===== src/sv/lags_ram.sv =====
// ----------------------------------------------------------------------------
// lags_ram - generic simple dual-port RAM
// One write port, one read port, registered read, old data on collision.
// ----------------------------------------------------------------------------
`default_nettype none

module lags_ram #(
    parameter int unsigned WIDTH = 2,
    parameter int unsigned DEPTH = 1024
) (
    input  wire logic                     i_clk,
    input  wire logic                     i_we,
    input  wire logic [$clog2(DEPTH)-1:0] i_waddr,
    input  wire logic [WIDTH-1:0]         i_wdata,
    input  wire logic                     i_re,
    input  wire logic [$clog2(DEPTH)-1:0] i_raddr,
    output logic      [WIDTH-1:0]         o_rdata
);

    logic [WIDTH-1:0] r_mem [DEPTH];

    always_ff @(posedge i_clk) begin
        if (i_we) begin
            r_mem[i_waddr] <= i_wdata;
        end
        if (i_re) begin
            o_rdata <= r_mem[i_raddr];
        end
    end

endmodule

`default_nettype wire


===== config.mk =====
export PLATFORM = sky130hd
export DESIGN_NAME = lags_ram
export DESIGN_NICKNAME = d
export VERILOG_FILES = /design/src/sv/lags_ram.sv
export SDC_FILE = /design/constraint.sdc
export NUM_CORES = 2
export LEC_CHECK = 0
export BUFFER_PORTS_ARGS = -buffer_cell sky130_fd_sc_hd__buf_2
export CORE_ASPECT_RATIO = 1.4
export CORE_MARGIN = 10
export CORE_UTILIZATION = 55
export DETAILED_ROUTE_END_ITERATION = 10
export PLACE_DENSITY = 0.74
export SLEW_MARGIN = 20
export SYNTH_ARGS = -nofsm -noshare
export SYNTH_HDL_FRONTEND = slang
export SYNTH_SLANG_ARGS = --single-unit

===== constraint.sdc =====
create_clock -name i_clk -period 9 [get_ports i_clk]
set_clock_uncertainty 0.2 [all_clocks]
set_input_delay 1.35 -clock i_clk [delete_from_list [all_inputs] [get_ports i_clk]]
set_output_delay 1.35 -clock i_clk [all_outputs]
set_load 0.01 [all_outputs]

==> metrics.md <==
| Metric | Value |
|---|---|
| Vias | `46100` |
| Rows | `169` |
| CP Launch Type | `primary input` |
| Final #Nets | `4736` |
| Seq/Total Area, Yosys | `73.5%` |
| Detailed Route WL | `221 mm` |
| TritonCTS Sinks | `2050` |
| Final TNS setup | `0 ns` |
| DR pass1 iterations | `8` |
| Leakage | `27.4 nW` |
| Port bufs | `26` |
| Number of global-route vias before repair | `46200` |
| Final setup violation count | `0` |
| Top-count cell post-synth | `edfxtp_1` |
| Fin crit period | `5.16 ns` |
| Util after Layout | `60.3%` |
| Yosys reg bits | `2050` |
| Hold Crit Class | `in -> reg` |
| CTS tree | `yes` |
| Largest net degree at the start of global routing | `242` |
| I/O pin count | `27` |
| Fin. max-slew vios | `0` |
| Period Utilization, post-route | `57.4%` |
| Design area | `91300 sq um` |
| Die W | `350 um` |
| Critical path endpoint category | `flop` |
| Num CTS Buffers | `177` |
| Antenna viol nets, final | `0` |
| Post-Synthesis Cells | `4793` |
| Antenna violations before repair | `14` |
| 1st-iter DRT viols | `6926` |
| Top-area cell type share of the netlist area | `73.5%` |
| Final HPWL DP | `119 mm` |
| Grt ovf | `0` |
| Max FO, Critical Path | `50` |
| Top FF cell, synth | `edfxtp_1` |
| Clk Latency, worst-skew pair | `0.84 ns` |
| Ys async rst share | `0%` |
| Yosys warns | `0` |
| Share of cells above drive strength 1 | `18.6%` |
| Via-to-Cell Ratio | `6.75` |
| Placed cells | `6498` |
| GRT Util Overall | `26.1%` |
| CP cell instances | `buf_4 > buf_4 > nand2b_4 > buf_4 > o221ai_1 > o22ai_1 > o21ai_0 > nand4_1 > nor3_1 > a21oi_1 > nand4_1` |
| Worst Max-Slew Pin Slew | `1.22 ns` |
| Slew HR | `18.8%` |
| RSZ-0062 raised after global routing | `no` |
| Max Cap Violations | `0` |
| Critical Path AT | `5.64 ns` |
| CTS root buf | `clkbuf_16` |
| Syn Area/Cell | `17.5 sq um` |
| Finished Layout Cells | `6826` |
| Run status | `finished clean` |
| WP data required | `9.47 ns` |
| Die Span Y | `482 um` |
| Post-CTS setup buffer count | `0` |
| Crit-path most repeated cell | `buf_4` |
| CTS max path bufs | `3` |
| Fmax | `194 MHz` |
| WL per Instance | `32.4 um` |
| Power Dens Cells | `208 nW/um^2` |
| Netlist cell types | `65` |
| Area contributors post-synth | `edfxtp_1, mux4_2, nor2_1, mux2i_1, clkbuf_1` |
| Crit path kind | `in -> reg` |
| Die ar. | `169000 sq um` |
| DR DRC count | `0` |
| Worst VDD drop | `0.000210 V` |
| Placed inst area | `85600 sq um` |
| Placeable Area | `151000 sq um` |
| Cell Area, Synth | `83800 sq um` |
| Layout area overhead | `8.99%` |
| Post-synth net total | `4818` |
| Global-route wire length before repair | `316 mm` |
| Slowest-stage cell, CP | `o21ai_0` |
| Initial core utilization | `55.3%` |
| Gpl congestion | `0.824` |
| CTS resizes | `0` |
| Max incr delay on CP | `0.91 ns` |
| Hold buffer count at CTS | `0` |
| Post-synth EDFFs | `2050` |
| Synth cell count leaders | `edfxtp_1, nor2_1, mux4_2` |
| Fin. Hold Viols | `0` |
| Total power | `19.0 mW` |
| Clock transition at the registers of the reported paths | `0.06 ns` |
| Largest area contributor in the netlist | `edfxtp_1` |
| H-Tree Depth | `4` |
## path summary, 6_finish.rpt
path                          start              endpoint  slack [ns]  depth (start not counted)
max                      i_raddr[2]  o_rdata[1]$_DFFE_PP_        3.84                         11
min                            i_re  o_rdata[1]$_DFFE_PP_        0.67                          1
max reg2reg  r_mem[60][1]$_DFFE_PP_  o_rdata[1]$_DFFE_PP_        5.47                          8
min reg2reg  r_mem[42][1]$_DFFE_PP_  o_rdata[1]$_DFFE_PP_        1.07                          8
## state kept, by name, indices dropped and copies added (netlist names)
name     cells
o_rdata      2
r_mem     2048
## critical path, delay by kind of cell
family,cells,cell delay (ns)
buf+inv,3,1.37
simple gates,4,1.31
compound gates,4,1.47
## cells in the final DEF, fill, tap and decap left out, types with 6 or more instances in the layout
master,count
a211oi_1,13
a21oi_1,70
a221oi_1,13
a22o_1,13
a22oi_1,45
a31oi_1,7
and3_1,8
buf_12,13
buf_2,20
buf_4,97
bufinv_16,15
clkbuf_1,32
clkbuf_16,182
clkinv_1,40
clkinv_2,27
clkinvlp_4,12
diode_2,9
edfxtp_1,2050
inv_6,6
mux2_2,8
mux2i_1,205
mux4_2,449
nand2_1,72
nand2_2,23
nand2b_1,7
nand3_1,15
nand3_2,13
nand3_4,11
nand4_1,13
nor2_1,1053
nor2b_1,11
nor3_1,44
nor3b_1,10
nor4_1,9
o21ai_0,35
o221ai_1,82
o22ai_1,45
## report_power, final
part / total, mW / switching, mW / internal (mW)
sequential: 10.5 / 0.00373 / 10.5
combinational: 0.951 / 0.637 / 0.314
clock: 7.53 / 3.40 / 4.14
total: 19.0 / 4.04 / 15.0
## layout make-up
| class | instances | area, sq um |
|---|---|---|
| Sequential cell | 2050 | 61600 |
| Fill cell | 10600 | 60100 |
| Multi-Input combinational cell | 2341 | 20400 |
| Clock buffer | 214 | 4670 |
| Tap cell | 1966 | 2460 |
| Timing Repair Buffer | 135 | 1160 |
| Clock inverter | 105 | 975 |
| Inverter | 6 | 23.8 |
| Antenna cell | 9 | 22.5 |
## logic make-up after synthesis
logic type      Yosys count  synth area share (%)
flops                  2050                  73.5
buf+inv                 402                  2.49
simple gates           1324                  6.40
mux                     664                  14.7
compound gates          353                  2.98
## per-layer routing
layer	part of all wire [%]	vias up	global-route usage, %
met5	0.0041	-	0
li1	-	18700	-
met4	5.4	2	12.5
met3	11	588	5.41
met1	34	23900	32.6
met2	50	2983	43.4
## through the flow
| step | worst slack [ns] | hold WS [ns] |
|---|---|---|
| finish | 3.84 | 0.674 |
| global route | 3.75 | 0.635 |
| CTS | 3.93 | 0.617 |
| detailed placement | 3.06 | 1.01 |
| global placement | 3.04 | 1.02 |
| floorplan | 4.95 | 0.689 |
No activity file was read; power rests on OpenSTA's default activity.
